--- src/rtl/text_console_char_engine_unit_defines.svh ---
// Assertion macros for the text console engine.
// No dependencies; included by the top level only.
`ifndef TEXT_CONSOLE_CHAR_ENGINE_UNIT_DEFINES_SVH
`define TEXT_CONSOLE_CHAR_ENGINE_UNIT_DEFINES_SVH

// Same-cycle implication
`define TCCE_ASSERT_IMP(label, clk, rstn, ante, cons, msg) \
    label: assert property (@(posedge clk) disable iff (!rstn) (ante) |-> (cons)) else $error(msg);

// Next-cycle implication
`define TCCE_ASSERT_NXT(label, clk, rstn, ante, cons, msg) \
    label: assert property (@(posedge clk) disable iff (!rstn) (ante) |=> (cons)) else $error(msg);

`endif

--- src/rtl/tcce_pkg.sv ---
// Shared types and constants of the text console engine.
// No dependencies; used by all RTL modules.
package tcce_pkg;

    // Opcodes of an input transaction
    localparam logic [1:0] OP_CHAR  = 2'd0;
    localparam logic [1:0] OP_PLACE = 2'd1;
    localparam logic [1:0] OP_READ  = 2'd2;

    // Configuration register indexes
    localparam logic [1:0] REG_COLUMN_COUNT = 2'd0;
    localparam logic [1:0] REG_LINE_COUNT   = 2'd1;
    localparam logic [1:0] REG_FOREGROUND   = 2'd2;
    localparam logic [1:0] REG_BACKGROUND   = 2'd3;

    // Character codes
    localparam logic [7:0] CH_BS    = 8'd8;
    localparam logic [7:0] CH_TAB   = 8'd9;
    localparam logic [7:0] CH_LF    = 8'd10;
    localparam logic [7:0] CH_FF    = 8'd12;
    localparam logic [7:0] CH_CR    = 8'd13;
    localparam logic [7:0] CH_SPACE = 8'd32;
    localparam logic [7:0] CH_TILDE = 8'd126;

    // Command kinds after classification
    localparam logic [3:0] K_PRINT = 4'd0;
    localparam logic [3:0] K_BS    = 4'd1;
    localparam logic [3:0] K_TAB   = 4'd2;
    localparam logic [3:0] K_LF    = 4'd3;
    localparam logic [3:0] K_FF    = 4'd4;
    localparam logic [3:0] K_CR    = 4'd5;
    localparam logic [3:0] K_OTHER = 4'd6;
    localparam logic [3:0] K_PLACE = 4'd7;
    localparam logic [3:0] K_READ  = 4'd8;
    localparam logic [3:0] K_NOP   = 4'd9;

    // Width of a linear cell position (31 * 127 + 127 fits)
    localparam int LIN_W = 12;

    typedef struct packed {
        logic [1:0] opcode;
        logic [7:0] character;
        logic [4:0] line;
        logic [6:0] column;
    } in_item_t;

    typedef struct packed {
        logic [4:0]  cursor_line;
        logic [6:0]  cursor_column;
        logic [10:0] cursor_linear;
        logic [15:0] cell_data;
        logic        cell_valid;
    } out_item_t;

    // Effective configuration (counts already forced into range)
    typedef struct packed {
        logic [6:0] cc;
        logic [4:0] lc;
        logic [3:0] fg;
        logic [3:0] bg;
    } cfg_t;

    typedef struct packed {
        logic [3:0] kind;
        logic [7:0] character;
        logic [4:0] line;
        logic [6:0] column;
    } cmd_t;

    // Queue head toward the back end
    typedef struct packed {
        logic valid;
        cmd_t cmd;
    } q_link_t;

    // Back end status toward the front end
    typedef struct packed {
        logic pop;
        logic clearing;
    } back_stat_t;

endpackage

--- src/rtl/tcce_front.sv ---
// Front end: accepts input transactions, classifies them, holds a two-entry queue.
// Depends on tcce_pkg.
module tcce_front (
    input  logic                 aclk,
    input  logic                 aresetn,
    input  logic                 s_valid,
    output logic                 s_ready,
    input  tcce_pkg::in_item_t   s_data,
    input  tcce_pkg::back_stat_t bstat,
    output tcce_pkg::q_link_t    qlink
);
    import tcce_pkg::*;

    cmd_t       q_mem [2];
    logic [1:0] count_reg, count_next;
    logic       wr_ptr_reg, rd_ptr_reg;
    logic       push;
    cmd_t       cls;

    // Classify the incoming transaction
    always_comb begin
        cls.character = s_data.character;
        cls.line      = s_data.line;
        cls.column    = s_data.column;
        case (s_data.opcode)
            OP_CHAR: begin
                if (s_data.character >= CH_SPACE && s_data.character <= CH_TILDE) begin
                    cls.kind = K_PRINT;
                end else begin
                    case (s_data.character)
                        CH_BS:   cls.kind = K_BS;
                        CH_TAB:  cls.kind = K_TAB;
                        CH_LF:   cls.kind = K_LF;
                        CH_FF:   cls.kind = K_FF;
                        CH_CR:   cls.kind = K_CR;
                        default: cls.kind = K_OTHER;
                    endcase
                end
            end
            OP_PLACE: cls.kind = K_PLACE;
            OP_READ:  cls.kind = K_READ;
            default:  cls.kind = K_NOP;
        endcase
    end

    assign s_ready    = (count_reg != 2'd2) && !bstat.clearing;
    assign push       = s_valid && s_ready;
    assign qlink.valid = (count_reg != 2'd0);
    assign qlink.cmd   = q_mem[rd_ptr_reg];

    always_comb begin
        count_next = count_reg;
        if (push && !bstat.pop) begin
            count_next = count_reg + 2'd1;
        end else if (!push && bstat.pop) begin
            count_next = count_reg - 2'd1;
        end
    end

    // Queue storage and pointers
    always_ff @(posedge aclk) begin
        if (push) begin
            q_mem[wr_ptr_reg] <= cls;
        end
        if (!aresetn) begin
            count_reg  <= 2'd0;
            wr_ptr_reg <= 1'b0;
            rd_ptr_reg <= 1'b0;
        end else begin
            count_reg <= count_next;
            if (push) begin
                wr_ptr_reg <= !wr_ptr_reg;
            end
            if (bstat.pop) begin
                rd_ptr_reg <= !rd_ptr_reg;
            end
        end
    end

endmodule

--- config.mk ---
export PLATFORM = sky130hd
export DESIGN_NAME = tcce_front
export DESIGN_NICKNAME = d
export VERILOG_FILES = /design/src/rtl/text_console_char_engine_unit_defines.svh /design/src/rtl/tcce_pkg.sv /design/src/rtl/tcce_front.sv
export SDC_FILE = /design/constraint.sdc
export NUM_CORES = 1
export LEC_CHECK = 0
export BUFFER_PORTS_ARGS = -buffer_cell sky130_fd_sc_hd__buf_2
export CORE_UTILIZATION = 30
export DETAILED_ROUTE_END_ITERATION = 16
export MAX_ROUTING_LAYER = met4
export SLEW_MARGIN = 20
export SYNTH_ARGS = -nofsm -noshare
export SYNTH_HDL_FRONTEND = slang
export SYNTH_SLANG_ARGS = --single-unit
--- constraint.sdc ---
create_clock -name aclk -period 10.1 [get_ports aclk]
set_clock_uncertainty 0.2 [all_clocks]
set_input_delay 1.01 -clock aclk [delete_from_list [all_inputs] [get_ports aclk]]
set_output_delay 1.01 -clock aclk [all_outputs]
set_load 0.03 [all_outputs]
Yosys cells after proc, flatten, opt, wreduce, memory -nomap -nowiden
Memories as Yosys holds them, arrays and structs flattened. A register that Yosys moved wholly into a read port is not among the register bits. Cells that the tools add are included.

Flip-flop bits (word level): 4. Output and inout port bits: 26. Latch bits: 0. Input bits: 27. Bits in writable memories: 48. Memory bits (read-only): 0. Memories: 1.

Shift-type cells: 0. Bitwise operators: 0. Div/mod/pow operators: 0. Reduce and logical (&&, ||, !) cells: 13. $add $sub $neg: 2. Muxes and demuxes: 9. Magnitude comparators: 2. Equal/unequal tests: 8. $mul: 0.

Memory list: q_mem (words 2, bits a word 24, rd ports 1, clocked after memory_dff 1, wr ports 1, RTL line tcce_front.sv:14) `cmd_t q_mem [2];`.

Operators with widths (count): $eq 8x4->1 const B (5); $pmux 3 s5 (1); $pmux 4 s3 (1); $ge 8x6->1 const B (1); $le 8x7->1 const B (1); $logic_and 1x1->1 (5); $logic_not 1->1 (5); $mux 1 (4); $mux 2 (2); $reduce_bool 2->1 (2); $mux 3 (1); $add 2x1->2 const B (1); $eq 2x1->1 const B (1); $eq 2x2->1 const B (1); $logic_not 2->1 (1); $ne 2x2->1 const B (1); $sub 2x1->2 const B (1).

Depth between registers and ports, before layout
Gate-level depths: netlist of the first run.

Depth after elaboration: 7. Gate-level depth with buffers: 6. Gate-level depth less buffers: 6.

Worst setup path after synthesis of the first run
OpenSTA, ideal clock, no wires.

Kind: input to register. From: input bstat[0] (netlist bit). To: memory q_mem[0][0] (netlist bit) (enable). Path slack: 5.902 ns. Stages on the path: 1. Arrival time: 3.526 ns. Path through: nor4_1.

Cells in the longest elaborated chain, start to end: 5.

RTL lines: start: declaration (RTL line tcce_front.sv:9) `input tcce_pkg::back_stat_t bstat,`; $logic_not 1->1 (RTL line tcce_front.sv:46) `assign s_ready = (count_reg != 2'd2) && !bstat.clearing;`; $logic_and 1x1->1 (RTL line tcce_front.sv:46); $logic_and 1x1->1 (RTL line tcce_front.sv:47) `assign push = s_valid && s_ready;`; $mux 1 (RTL line tcce_front.sv:62) `if (push) begin`; $mux 1 (implied by the code) (RTL line tcce_front.sv:63) `q_mem[wr_ptr_reg] <= cls;`; end: declaration (RTL line tcce_front.sv:14).

Every way passes these cells.

==> summary by stage, run 1 <==
Synthesis
The flop and latch count out of synthesis is 53. Among all flip-flop cells after synthesis, the most frequent one is sky130_fd_sc_hd__edfxtp_1. The largest total area in the synthesized netlist belongs to sky130_fd_sc_hd__edfxtp_1. The total nets after synthesis is 146. By count the netlist is led by 48 x sky130_fd_sc_hd__edfxtp_1, 22 x sky130_fd_sc_hd__mux2_2, 6 x sky130_fd_sc_hd__inv_1.

The synthesized netlist contains 32 unique library cells. The count of synthesis-stage warnings from yosys is 0. Yosys attributes the largest share of cell area to sky130_fd_sc_hd__edfxtp_1 69%, sky130_fd_sc_hd__mux2_2 12%, sky130_fd_sc_hd__dfxtp_1 4.8%. The async set-reset flop share out of synthesis is 0%. The cell area that synthesis handed to floorplanning was 2090 um2. The average cell area after synthesis is 17.7 um2. The top cell type by area accounts for between 60% and 70% of the synthesized area.

Sequential elements use 73.9% of the synthesized area. The number of cells produced by synthesis is 118. The dominant cell by count in the synthesized netlist is sky130_fd_sc_hd__edfxtp_1. Counting flops with a built-in enable in the synthesized netlist gives between 40 and 50.

Power
In this run the power density over the cells is 182 nW/um2. In this run the static leakage power is 0.941 nW. The highest ir drop seen on vdd is 0.0000887 V.

Worst setup path
The worst setup path is of the reg2out kind. The critical path arrival is about 1600 ps. In this run the worst path has a maximum fanout of 24.

The setup check on the worst reg-to-reg path leaves a slack of between 8000 and 9000 ps. The worst register-to-register path has a depth of 5. The required time of the critical path is 8890 ps. The startpoint identified for the worst register-to-register timing path is count_reg[1].

The critical path endpoint is qlink[12]. The endpoint of the worst-slack reg-to-reg timing path is count_reg[1]. STA classifies the critical path endpoint as a primary output. The sort of element at the start of the critical path is a flop.

Place
The routability congestion estimate is 0.735. At the placement stage, the worst setup path has a slack of 7140 ps. The count of input and output buffers is 52. After legalization and detailed placement, the total HPWL measured 2520 um.

Final layout
The flip-flop count of the largest register, all copies and words added is 48. The filler cell count is 642. The area added between synthesis and finish is 22.3%. In the final layout, the share of cells above drive strength 1 is 50.9%. After the last flow step, the layout net total stands at 202. The repair_antennas step left the layout with diodes totalling 0.

Floorplanning
The die width is 85.4 um. The cell row count is 30. The total area inside the core boundary comes to 6760 um2.

The die covers 7290 um2. Once the floorplan was initialized, standard cells occupied 30.9% of the core. The height of the die is between 80 and 90 um. between 50 and 60 I/O pins were placed.

CTS
The hold-fix buffer count after cts is 0. The post-CTS repair timing setup buffer count is 0. The tree built by TritonCTS fans out to 53 sinks. The later pin in the worst-skew pair is clocked with a latency of 290 ps. TritonCTS built the clock tree.

The clock input transition at the sequential cells of the worst setup and hold paths is approximately 80 ps. The maximum level of the CTS H-tree is 2. The number of clock buffers added by TritonCTS is 5. The number of buffers between clock root and the deepest sink is 2. Gates resized during post-CTS repair numbered 0. The tree is rooted in a sky130_fd_sc_hd__clkbuf_8.

Run status
The flow ran to the end, and the final reports show no timing, DRC or antenna violations.

Hold path
The type of the worst min-delay path is reg2reg.

Route
The initial DRC count is approximately 110. The overall routed net length is 3640 um. The count of nets left with antenna violations once routing finished came out at 0.

The length of the first detailed-routing pass in iterations is 4. The routed wirelength normalized by instance count is 14.3 um. The total via count after detailed routing is ~1200.

In the routed design, unresolved DRC markers number 0. The routed via count divided by cell count is 4.57.

Global route
The number of antenna violations at the first check in global routing came to 0. The sum of overflow across all layers after global routing is 0. In the global route stage, overall resource usage came out at 11.2%. Entering global routing, the biggest net connects 26 pins. The via count of the first global-routing pass is 1198. The first-pass GRT wire length is 5910 um.

Timing
The headroom to the max-slew limit is 60.5%. The final-layout setup total negative slack is 0 ps. Setup repair after global routing left no endpoint under its margin.

The number of max-slew violations in the final report is 0. Setup violations remaining at the end of the flow were counted as 0. The number of hold-slack violations in the final timing report came to 0. Of the available clock period, the critical path in the final layout requires 28.0%. The worst-margin pin slew is ~590 ps. The time the final worst path needs with I/O delays and setup is roughly 2800 ps. Once routing completed, OpenROAD measured the worst setup slack at 7280 ps.

Static timing analysis puts the maximum clock frequency at ~350 MHz.

Job
Across the run, the number of max-cap violations was 0.
## final cells by class
type,instances,area (um2),area share [%]
flip-flops and latches,53,1540,60.5
multi-input cells,55,512,20.1
repair buffers,53,268,10.5
well taps,80,100,3.92
clock buffers,6,72.6,2.84
clock inverters,2,33.8,1.32
inverters,6,22.5,0.883
## layer usage
layer / global-route usage (%) / share of wire [%] / wire [um]
met5: - / 0 / 0
met4: 3.18 / 1.3 / 47
met1: 13.4 / 43 / 1560
met3: 2.92 / 4.4 / 162
met2: 18.7 / 51 / 1870
## power breakdown
group          internal, mW  total, mW  switching [mW]
registers             0.252      0.259         0.00743
clock network        0.0732      0.135          0.0617
logic                0.0272     0.0716          0.0445
total                 0.352      0.466           0.114
## metrics by stage
stage | hold WS (ps) | area (um2) | instances | util, % | power, mW
detailed placement | 325 | 2440 | 247 | 36.1 | 0.337
global route | 353 | 2550 | 255 | 37.8 | 0.486
finish | 330 | 2550 | 255 | 37.8 | 0.465
CTS | 337 | 2550 | 255 | 37.7 | 0.473
floorplan | 262 | 2090 | 118 | - | 0.313
global placement | 290 | 2440 | 247 | 36.1 | 0.336
## critical path: stages, from the launching register on
cell,delay [ps]
sky130_fd_sc_hd__dfxtp_2,720
sky130_fd_sc_hd__mux2_2,410
sky130_fd_sc_hd__buf_2,180
## cell families after synthesis
| family | Yosys count | synth area share [%] |
|---|---|---|
| flops | 53 | 73.9 |
| mux | 24 | 13.0 |
| simple gates | 15 | 4.38 |
| compound gates | 12 | 4.98 |
| buf+inv | 10 | 1.92 |
| xor+xnor | 3 | 1.26 |
| fa+ha+maj | 1 | 0.600 |
## cell usage in the layout (no fill, tap or decap), types with 2 or more instances in the layout
cell type                  netlist  routed
sky130_fd_sc_hd__buf_2           2      52
sky130_fd_sc_hd__edfxtp_1       48      48
sky130_fd_sc_hd__mux2_2         22      22
sky130_fd_sc_hd__inv_1           6       6
sky130_fd_sc_hd__clkbuf_8        0       5
sky130_fd_sc_hd__nor2_1          4       4
sky130_fd_sc_hd__dfxtp_1         5       4
sky130_fd_sc_hd__o21ai_1         2       2
sky130_fd_sc_hd__mux2_1          2       2
sky130_fd_sc_hd__o21a_1          2       2
sky130_fd_sc_hd__xor2_1          2       2
## worst min-delay path by stage
stage | start | end | slack (ps) | depth (start not counted)
floorplan | count_reg[1] | count_reg[1] | 260 | 2
global placement | count_reg[1] | count_reg[1] | 290 | 2
detailed placement | count_reg[1] | count_reg[1] | 320 | 2
CTS | count_reg[1] | count_reg[1] | 340 | 2
global route | count_reg[1] | count_reg[1] | 350 | 2
finish | count_reg[1] | count_reg[1] | 330 | 2
Power figures use the tool's default switching activity.
==> run 2: changes to the inputs <==
- clock period: 10.1 -> 2.65 ns (I/O delays scaled with it)
==> summary by stage, run 2 (same netlist as run 1, synthesis figures left out) <==
Floorplanning
The number of placed I/O pins is 53 (unchanged). The height of the die is 85.4 um (unchanged). The core area came to 6760 um2 (unchanged). The full die area is 7290 um2 (unchanged). The die width is 85.4 um (unchanged). The cell row count is 30 (unchanged). The initial core utilization came to 30.9% (unchanged).

CTS
The clock input transition at the sequential cells of the worst setup and hold paths is 90 ps (was 80 ps). The hold-fix buffer count after cts came to 18 (was 0). The post-CTS repair timing setup buffer count is 0 (unchanged). The number of buffers between clock root and the deepest sink was 2 (unchanged). The TritonCTS clock tree is done (unchanged).

The number of buffers added by the clock tree synthesis step is 5 (unchanged). The latest clock arrival within the worst-skew pair is 290 ps (about the same). The clock root buffer master was sky130_fd_sc_hd__clkbuf_8 (unchanged).

The number of gates resized after cts is 0 (unchanged). The total number of clock tree sinks is 53 (unchanged). The maximum level of the CTS H-tree is 2 (unchanged).

Power
The internal cell power is 1.46 mW (was 0.352 mW). The proportion of power drawn by flip-flops and latches is 50.7% (was 55.6%). The clock power share came to 32.7% (was 29.0%). The net switching share of the total power is 23.9% (was 24.4%). The highest ir drop seen on vdd is 0.000292 V (was 0.0000887 V).

The cell area power density was 685 nW/um2 (was 182 nW/um2). The portion of total power attributed to combinational logic is 16.6% (was 15.4%). The leakage power summed over all cells is 1.06 nW (was 0.941 nW). The switching power is 0.460 mW (was 0.114 mW).

Final layout
The proportion of layout cells with a drive suffix above 1 is 47.0% (was 50.9%). The antenna diode count is 0 (unchanged). The count of non-filler cells in the finished layout is 278 (was 255). The post-route core utilization came to 41.5% (was 37.8%).

The most common cell after layout, fill and taps aside is sky130_fd_sc_hd__buf_2 (unchanged). The final layout net count was 225 (was 202). Most used cells in the layout excluding fill and tap cells: 52 x sky130_fd_sc_hd__buf_2, 48 x sky130_fd_sc_hd__edfxtp_1, 22 x sky130_fd_sc_hd__mux2_2, 19 x sky130_fd_sc_hd__dlygate4sd3_1, 6 x sky130_fd_sc_hd__inv_1 (was 52 x sky130_fd_sc_hd__buf_2, 48 x sky130_fd_sc_hd__edfxtp_1, 22 x sky130_fd_sc_hd__mux2_2, 6 x sky130_fd_sc_hd__inv_1, 5 x sky130_fd_sc_hd__clkbuf_8).

The final non-filler cell area came to 2810 um2 (was 2550 um2). The area added between synthesis and finish is 34.5% (was 22.3%). The flip-flop count of the largest register, all copies and words added is 48 (unchanged).

Global route
The sum of overflow across all layers after global routing is 0 (unchanged). The number of antenna violations at the first check in global routing is 0 (unchanged). The global routing usage summed across all routing layers came to 11.6% (was 11.2%). The maximum number of pins on one net before global-route repair is 25 (was 26). The first-pass GRT wire length is 6090 um (was 5910 um).

The via count of the first global-routing pass is 1342 (was 1198).

Hold path
The start point of the worst min-delay path was s_data[13] (was count_reg[1]). The number of stages on the worst hold path is 1 (was 2). The type of the worst min-delay path is in2reg (was reg2reg).

The end of the worst hold path is q_mem[1][13] (was count_reg[1]).

Route
The DRC violations left is 0 (unchanged). The number of antenna-violating nets in the routed design is 0 (unchanged). The total via count after detailed routing is 1247 (was 1166).

The length of the first detailed-routing pass in iterations is 4 (unchanged). The initial DRC count is 49 (was 106). The routed wirelength normalized by instance count was 14.0 um (was 14.3 um). The routed via count divided by cell count is 4.49 (was 4.57). The overall routed net length came to 3890 um (was 3640 um).

Timing
The worst-margin pin slew is 378 ps (was 593 ps). The final-layout setup total negative slack is 0 ps (unchanged). The worst-case setup margin in the final layout is 571 ps (was 7280 ps). Setup repair after global routing missed its margin: no (unchanged). The number of hold-slack violations in the final timing report is 0 (unchanged). The number of max-slew violations in the final report was 0 (unchanged). The worst path in the final design needs a cycle of 2080 ps, including I/O delays and setup.

Of the available clock period, the critical path in the final layout requires 78.5%. The headroom to the max-slew limit was 74.7% (was 60.5%). The achievable frequency is 481 MHz. The number of failing setup endpoints in the final timing report is 0 (unchanged).

Worst setup path
The delay of the slowest cell on the worst path is 570 ps (was 720 ps). The reg-to-reg setup timing slack was 690 ps (was 8210 ps). The critical path starts at s_data[17].

The logic depth of the worst register-to-register path was 5 (unchanged). The category of cells accounting for the largest share of critical-path delay is buffers and inverters (was flip-flops). The endpoint of the worst-slack reg-to-reg timing path is count_reg[1] (unchanged).

The critical path arrival is 1920 ps (was 1610 ps). The nature of the critical path endpoint is a flop (was primary output). The highest fanout seen on the critical path is 5 (was 24). The buffering stage count on the worst path with inverters included is 2 (was 1). The launch point of the worst reg-to-reg path is count_reg[1] (unchanged). The sort of element at the start of the critical path was an input pin (was flop).

List of cells traversed by the critical path: dlygate4sd3_1 -> buf_2 -> or4_4 -> a2111oi_1 -> o21ai_1 (was mux2_2 -> buf_2). The classification of the worst setup path is in2reg (was reg2out). The required time of the critical path is 2490 ps (was 8890 ps). The library cell contributing the largest single delay on the critical path is sky130_fd_sc_hd__or4_4 (was sky130_fd_sc_hd__dfxtp_2).

Place
The area of placed instances was 2480 um2 (was 2440 um2). The instance count after placement with tap cells included is 251 (was 247). The estimated wirelength of the detail-placed design was 2550 um (was 2520 um). The count of input and output buffers is 52 (unchanged). The routability congestion estimate is 0.757 (was 0.735). The worst setup slack before clock tree synthesis is 741 ps (was 7140 ps).

Run status
Run status: completed (unchanged).

Job
The total of max-cap violations is 0 (unchanged).
-- run 2: cell types whose count changed in the layout (fill, tap and decap cells not counted) --
cell                            before  now
sky130_fd_sc_hd__clkinv_1            1    0
sky130_fd_sc_hd__clkinv_2            0    1
sky130_fd_sc_hd__dfxtp_1             4    5
sky130_fd_sc_hd__and2_1              0    1
sky130_fd_sc_hd__nor4_2              1    0
sky130_fd_sc_hd__clkbuf_1            1    0
sky130_fd_sc_hd__bufinv_16           1    2
sky130_fd_sc_hd__dlygate4sd3_1       0   19
sky130_fd_sc_hd__dfxtp_2             1    0
sky130_fd_sc_hd__nor4_4              0    1
sky130_fd_sc_hd__buf_4               1    5
sky130_fd_sc_hd__and2_2              1    0
-- run 2: through the flow --
stage / total power [mW] / hold WS [ps]
final: 1.92 / 27.3
after global routing: 2.01 / 15.4
after CTS: 1.94 / 1.55
after detailed placement: 1.29 / 260
after global placement: 1.29 / 255
after floorplan: 1.19 / 164
-- run 2: power groups by stage --
stage | logic (mW) | clock network, mW | registers (mW)
detailed placement | 0.303 | 0 | 0.992
global route | 0.343 | 0.689 | 0.978
finish | 0.319 | 0.629 | 0.974
floorplan | 0.203 | 0 | 0.989
CTS | 0.324 | 0.647 | 0.973
global placement | 0.299 | 0 | 0.990
-- run 2: worst max-delay path by stage --
stage          slack [ps]  depth (start not counted)           end
6_report              570                          5  q_mem[1][22]
5_1_grt               520                          5  q_mem[0][21]
4_1_cts               580                          5  q_mem[1][22]
3_5_place_dp          740                          5  count_reg[1]
3_3_place_gp          820                          5  count_reg[1]
2_1_floorplan         180                          2   q_mem[0][0]
-- run 2: cell type report --
type / instances / area [um2]
clock buffer: 5 / 68.8
clock inverter: 3 / 65.1
fill: 627 / 3950
inverter: 6 / 22.5
multi-input combinational: 55 / 519
sequential: 53 / 1540
tap: 80 / 100
timing repair buffer: 76 / 488
-- run 2: metal layers --
| metal | part of all wire (%) | global-route usage (%) |
|---|---|---|
| met5 | 0 | - |
| met1 | 44 | 12.9 |
| met3 | 3.1 | 2.63 |
| met4 | 1.4 | 5.15 |
| met2 | 52 | 20.0 |
==> run 3: changes to the inputs <==
- clock period: 2.65 -> 1.95 ns (I/O delays scaled with it)
==> summary by stage, run 3 (same netlist as run 1, synthesis figures left out) <==
CTS
The clock root buffer master is sky130_fd_sc_hd__clkbuf_8 (unchanged). The clock input transition at the sequential cells of the worst setup and hold paths was 90 ps (about the same). The TritonCTS clock tree is done (unchanged). The maximum level of the CTS H-tree is 2 (unchanged). The post-CTS repair timing setup buffer count is 0 (unchanged). The latest clock arrival within the worst-skew pair came to 290 ps (about the same).

The number of buffers added by the clock tree synthesis step is 5 (unchanged). The total number of clock tree sinks is 53 (unchanged). The number of buffers between clock root and the deepest sink is 2 (unchanged).

Floorplanning
The die width is 85.4 um (unchanged). The full die area was 7290 um2 (unchanged). The number of placed I/O pins is 53 (unchanged). The core area was 6760 um2 (unchanged).

The cell row count was 30 (unchanged). The initial core utilization came to 30.9% (unchanged). The height of the die came to 85.4 um (unchanged).

Timing
The worst-margin pin slew was 289 ps (was 378 ps). The number of hold-slack violations in the final timing report was 0 (unchanged). The headroom to the max-slew limit was 80.5% (was 74.7%). The final-layout setup total negative slack is 0 ps (unchanged). The number of failing setup endpoints in the final timing report is 0 (unchanged). The achievable frequency is 528 MHz. The worst path in the final design needs a cycle of 1890 ps, including I/O delays and setup. The number of max-slew violations in the final report is 0 (unchanged).

The worst-case setup margin in the final layout is 55.7 ps (was 571 ps). Setup repair after global routing missed its margin: no (unchanged). The share of the clock period used by the worst path is between 90% and 100%.

Route
The number of antenna-violating nets in the routed design is 0 (unchanged). The DRC violations left came to 0 (unchanged). The initial DRC count came to 29 (was 49).

The overall routed net length came to 3930 um (was 3890 um). The routed wirelength normalized by instance count came to 13.8 um (was 14.0 um). The routed via count divided by cell count is 4.52 (was 4.49). The length of the first detailed-routing pass in iterations is 3 (was 4). The total via count after detailed routing came to 1283 (was 1247).

Final layout
The filler cell count is 647 (was 627). The post-route core utilization came to 42.3% (was 41.5%). The count of non-filler cells in the finished layout is 284 (was 278). The final layout net count came to 231 (was 225). Most used cells in the layout excluding fill and tap cells: 51 x sky130_fd_sc_hd__buf_2, 48 x sky130_fd_sc_hd__edfxtp_1, 24 x sky130_fd_sc_hd__dlygate4sd3_1, 22 x sky130_fd_sc_hd__mux2_2, 7 x sky130_fd_sc_hd__buf_4 (was 52 x sky130_fd_sc_hd__buf_2, 48 x sky130_fd_sc_hd__edfxtp_1, 22 x sky130_fd_sc_hd__mux2_2, 19 x sky130_fd_sc_hd__dlygate4sd3_1, 6 x sky130_fd_sc_hd__inv_1). The flip-flop count of the largest register, all copies and words added is 48 (unchanged).

The final non-filler cell area is 2860 um2 (was 2810 um2). The antenna diode count is 0 (unchanged). The area added between synthesis and finish is 36.9% (was 34.5%). The proportion of layout cells with a drive suffix above 1 is 45.6% (was 47.0%).

The most common cell after layout, fill and taps aside was sky130_fd_sc_hd__buf_2 (unchanged).

Place
The worst setup slack before clock tree synthesis is 168 ps (was 741 ps). The count of input and output buffers is 52 (unchanged). The estimated wirelength of the detail-placed design was 2690 um (was 2550 um). The instance count after placement with tap cells included is 253 (was 251). The routability congestion estimate is 0.798 (was 0.757).

The area of placed instances came to 2500 um2 (was 2480 um2).

Hold path
The number of stages on the worst hold path is 3 (was 1). The type of the worst min-delay path is in2reg (unchanged).

Power
The cell area power density is 870 nW/um2 (was 685 nW/um2). The highest ir drop seen on vdd is 0.000358 V (was 0.000292 V). The internal cell power is 1.87 mW (was 1.46 mW).

The portion of total power attributed to combinational logic is 18.2% (was 16.6%). The proportion of power drawn by flip-flops and latches is 53.2% (was 50.7%). The switching power is 0.617 mW (was 0.460 mW). The clock power share is 28.7% (was 32.7%). The net switching share of the total power is 24.8% (was 23.9%). The leakage power summed over all cells was 1.07 nW (was 1.06 nW).

Global route
The first-pass GRT wire length is 6110 um (was 6090 um). The number of antenna violations at the first check in global routing is 0 (unchanged). The sum of overflow across all layers after global routing came to 0 (unchanged).

The global routing usage summed across all routing layers is 11.6% (about the same). The maximum number of pins on one net before global-route repair is 16 (was 25). The via count of the first global-routing pass was 1316 (was 1342).

Worst setup path
List of cells traversed by the critical path: dlygate4sd3_1 -> buf_2 -> or4_4 -> a2111oi_4 -> o21ai_1 (was dlygate4sd3_1 -> buf_2 -> or4_4 -> a2111oi_1 -> o21ai_1). The logic depth of the worst register-to-register path is 5 (unchanged). The buffering stage count on the worst path with inverters included was 2 (unchanged). The delay of the slowest cell on the worst path came to 530 ps (was 570 ps).

The sort of element at the start of the critical path is an input pin (unchanged). The critical path arrival was 1740 ps (was 1920 ps). The count of cell instances traversed by the critical path was 5 (unchanged). The highest fanout seen on the critical path came to 5 (unchanged).

The required time of the critical path came to 1800 ps (was 2490 ps). The nature of the critical path endpoint is a flop (unchanged). The category of cells accounting for the largest share of critical-path delay is buffers and inverters (unchanged).

The classification of the worst setup path is in2reg (unchanged). The library cell contributing the largest single delay on the critical path is sky130_fd_sc_hd__dlygate4sd3_1 (was sky130_fd_sc_hd__or4_4).

Job
The total of max-cap violations was 0 (unchanged).

Run status
Run status: completed (unchanged).
-- run 3: final cells by class --
cell class | count | area [um2] | area share (%)
well taps | 80 | 100 | 3.51
multi-input cells | 55 | 537 | 18.8
flip-flops and latches | 53 | 1540 | 54.0
inverters | 6 | 22.5 | 0.789
clock buffers | 6 | 72.6 | 2.54
clock inverters | 2 | 33.8 | 1.18
repair buffers | 82 | 548 | 19.2
-- run 3: final timing paths --
| kind | start | endpoint | slack, ps |
|---|---|---|---|
| worst max register to register | count_reg[0] | count_reg[1] | 210 |
| worst min-delay path | bstat[0] | wr_ptr_reg | 100 |
| worst max-delay path | s_data[18] | q_mem[1][21] | 60 |
| worst min register to register | count_reg[1] | count_reg[1] | 310 |
-- run 3: metal layers --
metal	share of wire (%)	up-vias	GRT usage, %
li1	-	620	-
met1	44	617	13.1
met2	50	35	18.7
met3	3.8	11	3.50
met4	2.4	0	5.76
met5	0	-	-
-- run 3: worst register-to-register path, delay by kind of cell (launching register included) --
family | cells | cell delay, ps
AO/OA/AOI/OAI | 1 | 140
AND/OR/NAND/NOR | 3 | 640
adder cells (fa/ha/maj) | 1 | 310
flip-flops | 1 | 400
-- run 3: per-stage QoR --
stage               hold slack (ps)  total power, mW
CTS                            91.7             2.52
detailed placement              189             1.77
floorplan                      93.9             1.62
global route                    107             2.59
finish                          104             2.49
global placement                185             1.76
-- run 3: power groups by stage --
| stage | clock [mW] | sequential [mW] | combinational, mW |
|---|---|---|---|
| global route | 0.780 | 1.33 | 0.483 |
| detailed placement | 0 | 1.35 | 0.417 |
| CTS | 0.743 | 1.32 | 0.455 |
| global placement | 0 | 1.34 | 0.413 |
| finish | 0.712 | 1.32 | 0.451 |
| floorplan | 0 | 1.34 | 0.278 |
-- run 3: timing repair --
item,4_1_cts,5_1_grt
hold buffers,24,0
resized for setup,0,2
endpoints found under the hold margin,48,0
setup endpoints to repair,0,4
